<file path="src/sv/opm_pkg.sv">
package opm_pkg;

  // Parameter-table depth: the table index wraps to zero after it reaches this count minus one.
  localparam int TABLE_ENTRIES = 128;

  // Message types
  localparam logic [2:0] MT_READ     = 3'd0;
  localparam logic [2:0] MT_WRITE    = 3'd1;
  localparam logic [2:0] MT_READ_ACK = 3'd4;

  // Pending request codes: 1..15 = poll step + 1, 16..23 = probe number + 16
  localparam logic [4:0] PEND_NONE  = 5'd0;
  localparam logic [4:0] PEND_PROBE = 5'd16;

  // Response status codes
  localparam logic [1:0] ST_SUCCESS = 2'd0;
  localparam logic [1:0] ST_TIMEOUT = 2'd1;

  // Poll cycle steps
  localparam logic [3:0] STEP_MCONFIG = 4'd0;
  localparam logic [3:0] STEP_STATUS  = 4'd1;
  localparam logic [3:0] STEP_LEVEL   = 4'd2;
  localparam logic [3:0] STEP_CONFIG  = 4'd3;
  localparam logic [3:0] STEP_VENT    = 4'd4;
  localparam logic [3:0] STEP_T80     = 4'd5;
  localparam logic [3:0] STEP_T82     = 4'd6;
  localparam logic [3:0] STEP_MVER    = 4'd7;
  localparam logic [3:0] STEP_SVER    = 4'd8;
  localparam logic [3:0] STEP_TABLE   = 4'd9;
  localparam logic [3:0] STEP_FAULT   = 4'd10;
  localparam logic [3:0] STEP_T81     = 4'd11;
  localparam logic [3:0] STEP_T83     = 4'd12;
  localparam logic [3:0] STEP_FAN84   = 4'd13;
  localparam logic [3:0] STEP_FAN85   = 4'd14;
  localparam logic [3:0] STEP_IDLE    = 4'd15;
  localparam logic [3:0] STEP_OPT_FIRST = STEP_T81;

  // Data ids
  localparam logic [7:0] ID_MCONFIG = 8'd2;
  localparam logic [7:0] ID_STATUS  = 8'd70;
  localparam logic [7:0] ID_LEVEL   = 8'd71;
  localparam logic [7:0] ID_FAULT   = 8'd72;
  localparam logic [7:0] ID_CONFIG  = 8'd74;
  localparam logic [7:0] ID_VENT    = 8'd77;
  localparam logic [7:0] ID_OPT78   = 8'd78;
  localparam logic [7:0] ID_OPT79   = 8'd79;
  localparam logic [7:0] ID_T80     = 8'd80;
  localparam logic [7:0] ID_T81     = 8'd81;
  localparam logic [7:0] ID_T82     = 8'd82;
  localparam logic [7:0] ID_T83     = 8'd83;
  localparam logic [7:0] ID_FAN84   = 8'd84;
  localparam logic [7:0] ID_FAN85   = 8'd85;
  localparam logic [7:0] ID_OPT87   = 8'd87;
  localparam logic [7:0] ID_OPT88   = 8'd88;
  localparam logic [7:0] ID_TABLE   = 8'd89;
  localparam logic [7:0] ID_MVER    = 8'd126;
  localparam logic [7:0] ID_SVER    = 8'd127;
  localparam logic [7:0] ID_NONE    = 8'd0;

  // Fixed data words and flags
  localparam logic [15:0] MCONFIG_DATA  = 16'h0012;
  localparam logic [15:0] MVER_DATA     = 16'h1202;
  localparam logic [7:0]  FLAG_VENT_ON  = 8'h01;
  localparam logic [7:0]  FLAG_BYPASS   = 8'h02;
  localparam logic [7:0]  FLAG_FILTER   = 8'h10;
  localparam logic [7:0]  LEVEL_MAX     = 8'd3;
  localparam logic [7:0]  LEVEL_DEFAULT = 8'd2;

  // Update kinds
  localparam logic [3:0] KIND_STATUS  = 4'd0;
  localparam logic [3:0] KIND_VENT    = 4'd1;
  localparam logic [3:0] KIND_T80     = 4'd2;
  localparam logic [3:0] KIND_T81     = 4'd3;
  localparam logic [3:0] KIND_T82     = 4'd4;
  localparam logic [3:0] KIND_T83     = 4'd5;
  localparam logic [3:0] KIND_CONFIG  = 4'd6;
  localparam logic [3:0] KIND_FAULT   = 4'd7;
  localparam logic [3:0] KIND_VERSION = 4'd8;
  localparam logic [3:0] KIND_TABLE   = 4'd9;
  localparam logic [3:0] KIND_FAN84   = 4'd10;
  localparam logic [3:0] KIND_FAN85   = 4'd11;
  localparam logic [3:0] KIND_PROBE   = 4'd12;
  localparam logic [3:0] KIND_LEVEL   = 4'd13;

  // Configuration registers
  localparam logic [1:0]  CFG_VENT_LEVEL = 2'd0;
  localparam logic [1:0]  CFG_BYPASS     = 2'd1;
  localparam logic [1:0]  CFG_TIMEOUT    = 2'd2;
  localparam logic [19:0] TIMEOUT_RESET  = 20'd30000;

  typedef struct packed {
    logic        action;
    logic        filter_reset_request;
    logic [31:0] response_frame;
    logic [1:0]  response_status;
    logic [31:0] now_ms;
  } in_word_t;

  typedef struct packed {
    logic        request_valid;
    logic [31:0] request_frame;
    logic        update_valid;
    logic [3:0]  update_kind;
    logic [7:0]  update_index;
    logic [15:0] update_value;
    logic        link_connected;
  } out_word_t;

  typedef struct packed {
    logic       valid;
    logic [3:0] kind;
    logic [7:0] index;
    logic [15:0] value;
  } upd_t;

  typedef struct packed {
    upd_t       upd;
    logic       probe_hit;
    logic [2:0] probe_n;
    logic       probe_sup;
  } resp_t;

  // Set bit 31 so the whole frame has even parity.
  function automatic logic [31:0] make_frame(logic [2:0] mtype, logic [7:0] id,
                                             logic [15:0] data);
    logic [31:0] f;
    f = {1'b0, mtype, 4'b0000, id, data};
    f[31] = ^f;
    return f;
  endfunction

  function automatic logic [7:0] probe_id(logic [2:0] n);
    logic [7:0] id;
    case (n)
      3'd0: id = ID_T81;
      3'd1: id = ID_T83;
      3'd2: id = ID_FAN84;
      3'd3: id = ID_FAN85;
      3'd4: id = ID_OPT78;
      3'd5: id = ID_OPT79;
      3'd6: id = ID_OPT87;
      default: id = ID_OPT88;
    endcase
    return id;
  endfunction

  function automatic logic [7:0] poll_id(logic [3:0] s);
    logic [7:0] id;
    case (s)
      STEP_MCONFIG: id = ID_MCONFIG;
      STEP_STATUS:  id = ID_STATUS;
      STEP_LEVEL:   id = ID_LEVEL;
      STEP_CONFIG:  id = ID_CONFIG;
      STEP_VENT:    id = ID_VENT;
      STEP_T80:     id = ID_T80;
      STEP_T82:     id = ID_T82;
      STEP_MVER:    id = ID_MVER;
      STEP_SVER:    id = ID_SVER;
      STEP_TABLE:   id = ID_TABLE;
      STEP_FAULT:   id = ID_FAULT;
      STEP_T81:     id = ID_T81;
      STEP_T83:     id = ID_T83;
      STEP_FAN84:   id = ID_FAN84;
      STEP_FAN85:   id = ID_FAN85;
      default:      id = ID_NONE;
    endcase
    return id;
  endfunction

  // First optional step at or after 'from' whose id is supported, else idle step.
  function automatic logic [3:0] next_optional(logic [3:0] from, logic [3:0] flags);
    logic [3:0] s;
    logic       found;
    s = STEP_IDLE;
    found = 1'b0;
    for (int i = 0; i < 4; i++) begin
      if (!found && flags[i] && (STEP_OPT_FIRST + 4'(i) >= from)) begin
        s = STEP_OPT_FIRST + 4'(i);
        found = 1'b1;
      end
    end
    return s;
  endfunction

endpackage

</file>
<file path="src/sv/opm_resp_decode.sv">
module opm_resp_decode import opm_pkg::*; (
  input  logic [4:0]  pending,
  input  logic [31:0] frame,
  input  logic        ok,
  output resp_t       resp
);

  logic [3:0] step;
  logic       sup;

  assign step = pending[3:0] - 4'd1;
  assign sup  = ok && (frame[30:28] == MT_READ_ACK);

  always_comb begin
    resp = '0;
    if (pending[4] && !pending[3]) begin
      // probe answer: reported whatever the status
      resp.probe_hit   = 1'b1;
      resp.probe_n     = pending[2:0];
      resp.probe_sup   = sup;
      resp.upd.valid   = 1'b1;
      resp.upd.kind    = KIND_PROBE;
      resp.upd.index   = probe_id(pending[2:0]);
      resp.upd.value   = {15'd0, sup};
    end else if (!pending[4] && (pending != PEND_NONE) && ok) begin
      resp.upd.valid = 1'b1;
      resp.upd.value = frame[15:0];
      case (step)
        STEP_STATUS: begin
          resp.upd.kind  = KIND_STATUS;
          resp.upd.value = {10'd0, frame[13:8]};
        end
        STEP_CONFIG: resp.upd.kind = KIND_CONFIG;
        STEP_VENT: begin
          resp.upd.kind  = KIND_VENT;
          resp.upd.value = {8'd0, frame[15:8]};
        end
        STEP_T80:   resp.upd.kind = KIND_T80;
        STEP_T82:   resp.upd.kind = KIND_T82;
        STEP_SVER:  resp.upd.kind = KIND_VERSION;
        STEP_TABLE: begin
          if ({1'b0, frame[15:8]} < 9'(TABLE_ENTRIES)) begin
            resp.upd.kind  = KIND_TABLE;
            resp.upd.index = frame[15:8];
            resp.upd.value = {8'd0, frame[7:0]};
          end else begin
            resp.upd = '0;
          end
        end
        STEP_FAULT: resp.upd.kind = KIND_FAULT;
        STEP_T81:   resp.upd.kind = KIND_T81;
        STEP_T83:   resp.upd.kind = KIND_T83;
        STEP_FAN84: resp.upd.kind = KIND_FAN84;
        STEP_FAN85: resp.upd.kind = KIND_FAN85;
        default:    resp.upd = '0;  // write steps report nothing
      endcase
    end
  end

endmodule

</file>
<file path="src/sv/opentherm_poll_master.sv">
// An accepted word waits in the input register until the result register can take its result for out_data.
// Throughput: one word per cycle while out_stall is low; an input register feeds one pass of decode and
// next-state logic into the result register, and each word sees the state left by the last.
// Reset (rst, synchronous, active high): poll step at master config, counters, flags,
// link and pending request cleared; configuration back to level 2, bypass closed,
// timeout 30000 ms; both word registers empty.
module opentherm_poll_master import opm_pkg::*; (
  input  logic       clk,
  input  logic       rst,
  // item channel
  input  logic       in_valid,
  input  in_word_t   in_data,
  output logic       in_stall,
  // result channel
  output logic       out_valid,
  output out_word_t  out_data,
  input  logic       out_stall,
  // configuration write channel
  input  logic       cfg_valid,
  output logic       cfg_ready,
  input  logic [1:0] cfg_index,
  input  logic [19:0] cfg_data
);

  // Handshake registers
  logic      in_valid_q;
  in_word_t  in_word_q;
  logic      out_valid_q;
  out_word_t out_word_q;
  logic      fire;

  // Configuration
  logic [7:0]  vent_level_request;
  logic        bypass_open;
  logic [19:0] disconnect_timeout_ms;

  // Sequencer state
  logic [3:0]  poll_step, poll_step_next;
  logic [7:0]  table_index, table_index_next;
  logic [2:0]  probe_step, probe_step_next;
  logic        probe_done, probe_done_next;
  logic [7:0]  support_flags, support_flags_next;
  logic        reset_flag_active, reset_flag_active_next;
  logic        reset_request_latched, reset_request_latched_next;
  logic        link_up, link_up_next;
  logic [31:0] last_success_ms, last_success_ms_next;
  logic [4:0]  pending_request, pending_request_next;
  out_word_t   result;

  // Working signals
  logic        ok;
  resp_t       resp;
  logic        latch_eff;
  logic [2:0]  req_type;
  logic [15:0] req_data;
  logic [7:0]  level;
  logic [7:0]  status_flags;
  logic [31:0] since_success;

  // The item in the input register is processed once the result register can take it.
  assign fire      = in_valid_q && (!out_valid_q || !out_stall);
  assign in_stall  = in_valid_q && !fire;
  assign out_valid = out_valid_q;
  assign out_data  = out_word_q;
  assign cfg_ready = 1'b1;

  always_ff @(posedge clk) begin
    if (rst) begin
      in_valid_q <= 1'b0;
    end else if (in_valid && !in_stall) begin
      in_valid_q <= 1'b1;
    end else if (fire) begin
      in_valid_q <= 1'b0;
    end
    if (in_valid && !in_stall) begin
      in_word_q <= in_data;
    end
  end

  always_ff @(posedge clk) begin
    if (rst) begin
      out_valid_q <= 1'b0;
    end else if (fire) begin
      out_valid_q <= 1'b1;
    end else if (!out_stall) begin
      out_valid_q <= 1'b0;
    end
    if (fire) begin
      out_word_q <= result;
    end
  end

  // Configuration writes; an index beyond the list is dropped.
  always_ff @(posedge clk) begin
    if (rst) begin
      vent_level_request    <= LEVEL_DEFAULT;
      bypass_open           <= 1'b0;
      disconnect_timeout_ms <= TIMEOUT_RESET;
    end else if (cfg_valid && cfg_ready) begin
      case (cfg_index)
        CFG_VENT_LEVEL: vent_level_request    <= cfg_data[7:0];
        CFG_BYPASS:     bypass_open           <= cfg_data[0];
        CFG_TIMEOUT:    disconnect_timeout_ms <= cfg_data;
        default: ;
      endcase
    end
  end

  assign ok = (in_word_q.response_status == ST_SUCCESS);

  opm_resp_decode u_decode (
    .pending (pending_request),
    .frame   (in_word_q.response_frame),
    .ok      (ok),
    .resp    (resp)
  );

  assign latch_eff     = reset_request_latched | in_word_q.filter_reset_request;
  assign level         = (vent_level_request > LEVEL_MAX) ? LEVEL_DEFAULT : vent_level_request;
  assign since_success = in_word_q.now_ms - last_success_ms;

  always_comb begin
    status_flags = FLAG_VENT_ON;
    if (bypass_open) status_flags = status_flags | FLAG_BYPASS;
    if (reset_flag_active) status_flags = status_flags | FLAG_FILTER;
  end

  always_comb begin
    poll_step_next             = poll_step;
    table_index_next           = table_index;
    probe_step_next            = probe_step;
    probe_done_next            = probe_done;
    support_flags_next         = support_flags;
    reset_flag_active_next     = reset_flag_active;
    reset_request_latched_next = reset_request_latched;
    link_up_next               = link_up;
    last_success_ms_next       = last_success_ms;
    pending_request_next       = pending_request;
    req_type                   = MT_READ;
    req_data                   = '0;
    result                     = '0;

    if (!in_word_q.action) begin
      if (!probe_done && link_up) begin
        // Probe tick: read one optional id; the filter latch holds until a poll tick.
        reset_request_latched_next = latch_eff;
        result.request_valid = 1'b1;
        result.request_frame = make_frame(MT_READ, probe_id(probe_step), 16'd0);
        pending_request_next = PEND_PROBE + {2'b00, probe_step};
        probe_step_next      = probe_step + 3'd1;
        if (probe_step == 3'd7) probe_done_next = 1'b1;
      end else begin
        poll_step_next = poll_step + 4'd1;
        case (poll_step)
          STEP_MCONFIG: begin
            req_type = MT_WRITE;
            req_data = MCONFIG_DATA;
          end
          STEP_STATUS: begin
            req_data = {status_flags, 8'd0};
          end
          STEP_LEVEL: begin
            req_type            = MT_WRITE;
            req_data            = {8'd0, level};
            result.update_valid = 1'b1;
            result.update_kind  = KIND_LEVEL;
            result.update_value = {8'd0, level};
          end
          STEP_MVER: begin
            req_type = MT_WRITE;
            req_data = MVER_DATA;
          end
          STEP_TABLE: begin
            req_data = {table_index, 8'd0};
            if ({1'b0, table_index} + 9'd1 >= 9'(TABLE_ENTRIES)) begin
              table_index_next = '0;
            end else begin
              table_index_next = table_index + 8'd1;
            end
          end
          STEP_FAULT, STEP_T81, STEP_T83, STEP_FAN84, STEP_FAN85: begin
            // skip optional ids the unit does not support
            poll_step_next = next_optional(poll_step + 4'd1, support_flags[3:0]);
          end
          default: ;
        endcase
        if (poll_step == STEP_IDLE) begin
          poll_step_next       = STEP_MCONFIG;
          pending_request_next = PEND_NONE;
        end else begin
          result.request_valid = 1'b1;
          result.request_frame = make_frame(req_type, poll_id(poll_step), req_data);
          pending_request_next = {1'b0, poll_step} + 5'd1;
        end
        // Status step sends the flag and drops it; then the latch moves in.
        if (latch_eff) begin
          reset_request_latched_next = 1'b0;
          reset_flag_active_next     = 1'b1;
        end else if (poll_step == STEP_STATUS) begin
          reset_flag_active_next     = 1'b0;
        end
      end
    end else begin
      // Response: link bookkeeping, then decode against the pending request.
      if (ok) begin
        link_up_next         = 1'b1;
        last_success_ms_next = in_word_q.now_ms;
      end else if (in_word_q.response_status == ST_TIMEOUT && link_up &&
                   since_success > {12'd0, disconnect_timeout_ms}) begin
        link_up_next = 1'b0;
      end
      if (resp.probe_hit) begin
        support_flags_next[resp.probe_n] = resp.probe_sup;
      end
      result.update_valid  = resp.upd.valid;
      result.update_kind   = resp.upd.kind;
      result.update_index  = resp.upd.index;
      result.update_value  = resp.upd.value;
      pending_request_next = PEND_NONE;
    end
    result.link_connected = link_up_next;
  end

  always_ff @(posedge clk) begin
    if (rst) begin
      poll_step             <= STEP_MCONFIG;
      table_index           <= '0;
      probe_step            <= '0;
      probe_done            <= 1'b0;
      support_flags         <= '0;
      reset_flag_active     <= 1'b0;
      reset_request_latched <= 1'b0;
      link_up               <= 1'b0;
      last_success_ms       <= '0;
      pending_request       <= PEND_NONE;
    end else if (fire) begin
      poll_step             <= poll_step_next;
      table_index           <= table_index_next;
      probe_step            <= probe_step_next;
      probe_done            <= probe_done_next;
      support_flags         <= support_flags_next;
      reset_flag_active     <= reset_flag_active_next;
      reset_request_latched <= reset_request_latched_next;
      link_up               <= link_up_next;
      last_success_ms       <= last_success_ms_next;
      pending_request       <= pending_request_next;
    end
  end

endmodule

</file>
<file path="config.mk">
export PLATFORM = sky130hd
export DESIGN_NAME = opentherm_poll_master
export DESIGN_NICKNAME = d
export VERILOG_FILES = /design/src/sv/opm_pkg.sv /design/src/sv/opm_resp_decode.sv /design/src/sv/opentherm_poll_master.sv
export SDC_FILE = /design/constraint.sdc
export NUM_CORES = 1
export LEC_CHECK = 0
export BUFFER_PORTS_ARGS = -buffer_cell sky130_fd_sc_hd__buf_2
export CELL_PAD_IN_SITES_DETAIL_PLACEMENT = 0
export CELL_PAD_IN_SITES_GLOBAL_PLACEMENT = 1
export CORE_MARGIN = 2
export CORE_UTILIZATION = 28
export DETAILED_ROUTE_END_ITERATION = 12
export GPL_TIMING_DRIVEN = 0
export PLACE_DENSITY_LB_ADDON = 0.1
export SLEW_MARGIN = 20
export SYNTH_ARGS = -nofsm -noshare
export SYNTH_HDL_FRONTEND = slang
export SYNTH_SLANG_ARGS = --single-unit
</file>
<file path="constraint.sdc">
create_clock -name clk -period 4.5 [get_ports clk]
set_clock_uncertainty 0.15 [all_clocks]
set_input_delay 1.125 -clock clk [delete_from_list [all_inputs] [get_ports clk]]
set_output_delay 1.125 -clock clk [all_outputs]
set_load 0.1 [all_outputs]
</file>
==> results.md <==
* Critical Path Most Common Cell: nand4_1
* F_max at 0.215 GHz
* Clock Latency Late Sink at 560 ps
* Proportion of layout cells with a drive suffix above 1 at 0.171
* Drt drc at 0
* CP max-delay cell: or4b_4
* N_diodes at 0
* Synthesis Warnings at 0
* Arr. time, crit path at 4940 ps
* Post-synthesis sequential area ratio at 0.472
* Gr ovfl total at 0
* Failing checks: negative setup slack
* Hold path depth at 2
* Post-detail-place hpwl at 24000 µm
* FF-to-FF path depth at 20
* Ranking of synthesized cells by area: edfxtp_1 (30%), dfxtp_1 (17%), ha_1 (7.9%)
* Initial drt markers at 345
* Post-DR vias/cell at 4.64
* Initial antenna violation count at 0
* Largest incremental delay on the critical path at 520 ps
* CTS tree: yes
* Ys async rst share at 0
* Global-route wire length before repair at 49500 µm
* Slew @ Worst Pin at 786 ps
* Netlist Area Pre-Place at 11200 µm²
* Largest net degree at the start of global routing at 32
* Most used flip-flop cell after synthesis: edfxtp_1
* Post-Place Cells at 1886
* RePlAce Congestion at 0.761
* TritonCTS Buffers at 27
* Chip height at 204 µm
* Hold Vio Cnt, Final at 0
* Post-Layout Cell Count at 1943
* Crit Path Max Fanout at 4
* All-layer global routing usage at 0.151
* Post-DR wirelength/cell at 16.3 µm
* Synth area leader: edfxtp_1
* Max clock buf depth at 3
* WL final at 31600 µm
* Vias at 9018
* Hold buffer count at CTS at 0
* I/O pin cnt at 161
* Leak at 0.00526 µW
* Startpoint Class: flop
* Post-route ant nets at 0
* RSZ-0062 raised after global routing: true
* Seq cells post-synth at 209
* Vias in the first global route at 8871
* CORE AREA at 39600 µm²
* Die width at 204 µm
* Final worst setup slack at -157 ps
* # H-tree levels at 1
* Layout area overhead at 22.5%
* Pwr/cell area at 368 nW/µm²
* Port-buffer cells at 139
* Sink Count at 209
* Final setup vio count at 2
* DRT Pass-1 Iters at 5
* Die area at 41700 µm²
* WP data required at 4780 ps
* Synth Instances at 1207
* Slew Limit Fails at 0
* Status: finished, violations left
* Final net count at 1564
* Crit. End Element: flop
* Row count at 73
* Worst Setup Path Type: reg -> reg
* Crit-path cells: inv_1 > ha_2 > inv_2 > fa_2 > a21o_1 > a311o_1 > and2_4 > a21oi_2 > o21bai_1 > xor2_1 > ha_1 > and4_4 > nand4_1 > buf_4 > o31ai_4 > a31oi_4 > nor4_2 > nand4_1 > or4b_4 > nand3_1
* Min-Delay Path Class: reg -> reg
* Relative slew slack at 0.476
* Root buffer cell: clkbuf_16
* Peak supply drop at 284 µV
* CTS clk-pin slew, worst paths at 60 ps
* Starting density of the core at 0.283
* Syn Area/Cell at 9.30 µm²
* Min Clock Period, post-route at 4660 ps
* EDFF count, synth at 111
* Overall Power at 5060 µW
* Yosys cell types at 80
* Post-synth top area share at 0.297
* Final Util at 0.347
* Max Cap Viol at 0
* Final Cycle Share at 1.03
==> synth_stat cells, drive strengths merged, types with 11 or more instances <==
cell,n
xnor2,27
nor2b,18
nand2,172
a22oi,13
nor3,13
o21a,13
ha,71
edfxtp,111
mux2i,13
nand4,13
buf,14
a31oi,11
and3,15
nor2,99
a21o,13
dfxtp,98
inv,78
o21ai,54
xor2,15
clkbuf,43
a21oi,130
nand3,25
and2,18
==> critical path, delay by kind of cell (launching register included) <==
kind                     cells  cell delay (ps)
XOR/XNOR                     1              160
flip-flops                   1              440
AND/OR/NAND/NOR              7             1540
buffers and inverters        3              290
AO/OA/AOI/OAI                6             1060
adder cells (fa/ha/maj)      3              880
==> registers in the layout, summed over array words and instances, names as in the netlist, named ones only <==
register / cells
table_index: 8
pending_request: 5
poll_step: 4
reset_request_latched: 1
disconnect_timeout_ms: 20
out_data: 56
reset_flag_active: 1
probe_step: 3
bypass_open: 1
support_flags: 4
in_word_q: 55
out_valid: 1
link_up: 1
last_success_ms: 32
probe_done: 1
in_valid_q: 1
vent_level_request: 8
==> per-stage QoR <==
stage / setup TNS [ps] / area [µm²] / hold WS, ps / setup WS, ps
floorplan: 0 / 11300 / 286 / 4.48
global placement: -34680 / 12600 / 292 / -1420
detailed placement: -1370 / 12700 / 296 / -690
CTS: -436 / 13700 / 304 / -220
global route: -806 / 13700 / 320 / -412
finish: -305 / 13700 / 301 / -157
==> worst paths after layout <==
path                        from             endpoint  slack [ps]
max                 in_word_q[0]          out_data[0]        -160
min          last_success_ms[24]  last_success_ms[24]         300
max reg2reg         in_word_q[0]          out_data[0]        -160
min reg2reg  last_success_ms[24]  last_success_ms[24]         300
==> layer usage <==
metal,global-route usage,part of all wire
met1,0.198,0.46
met2,0.261,0.49
met3,0.0234,0.036
met4,0.0316,0.018
met5,0,0
==> layout by cell type, fill, tap and decap left out, drive strengths merged, types with 11 or more instances in the layout <==
| cell type | count |
|---|---|
| a22oi | 13 |
| nand3 | 25 |
| xor2 | 15 |
| buf | 163 |
| a21o | 13 |
| nor3 | 13 |
| nand2 | 172 |
| xnor2 | 27 |
| and2 | 18 |
| o21a | 13 |
| conb | 14 |
| o21ai | 54 |
| nor2b | 18 |
| mux2i | 13 |
| edfxtp | 111 |
| ha | 71 |
| a31oi | 11 |
| inv | 80 |
| a21oi | 130 |
| dfxtp | 98 |
| clkbuf | 80 |
| and3 | 15 |
| nand4 | 13 |
| nor2 | 99 |
==> report_power, final <==
part           switching (µW)  internal (µW)
Sequential               33.9           2080
Clock                     864           1330
Combinational             511            236
==> layout make-up <==
class | instances | area (µm²)
fillers | 4205 | 25900
flip-flops and latches | 209 | 5300
clock buffers | 37 | 743
plain buffers | 57 | 254
inverters | 79 | 299
multi-input cells | 874 | 5520
well taps | 525 | 657
clock inverters | 13 | 159
repair buffers | 149 | 816
==> timing repair <==
| item | in CTS | in global routing |
|---|---|---|
| hold endpoints to repair | 0 | 0 |
| buffers inserted | 5 | 2 |
| pin swaps | 14 | 4 |
| gates resized for setup | 6 | 13 |
| endpoints found under the setup margin | 2 | 3 |
==> kinds of logic after synthesis <==
logic type | synth area share
compound gates | 0.172
xor+xnor | 0.0328
fa+ha+maj | 0.0809
buf+inv | 0.0491
flops | 0.472
mux | 0.0166
other cells | 0.000669
simple gates | 0.176
Power figures use the tool's default switching activity.
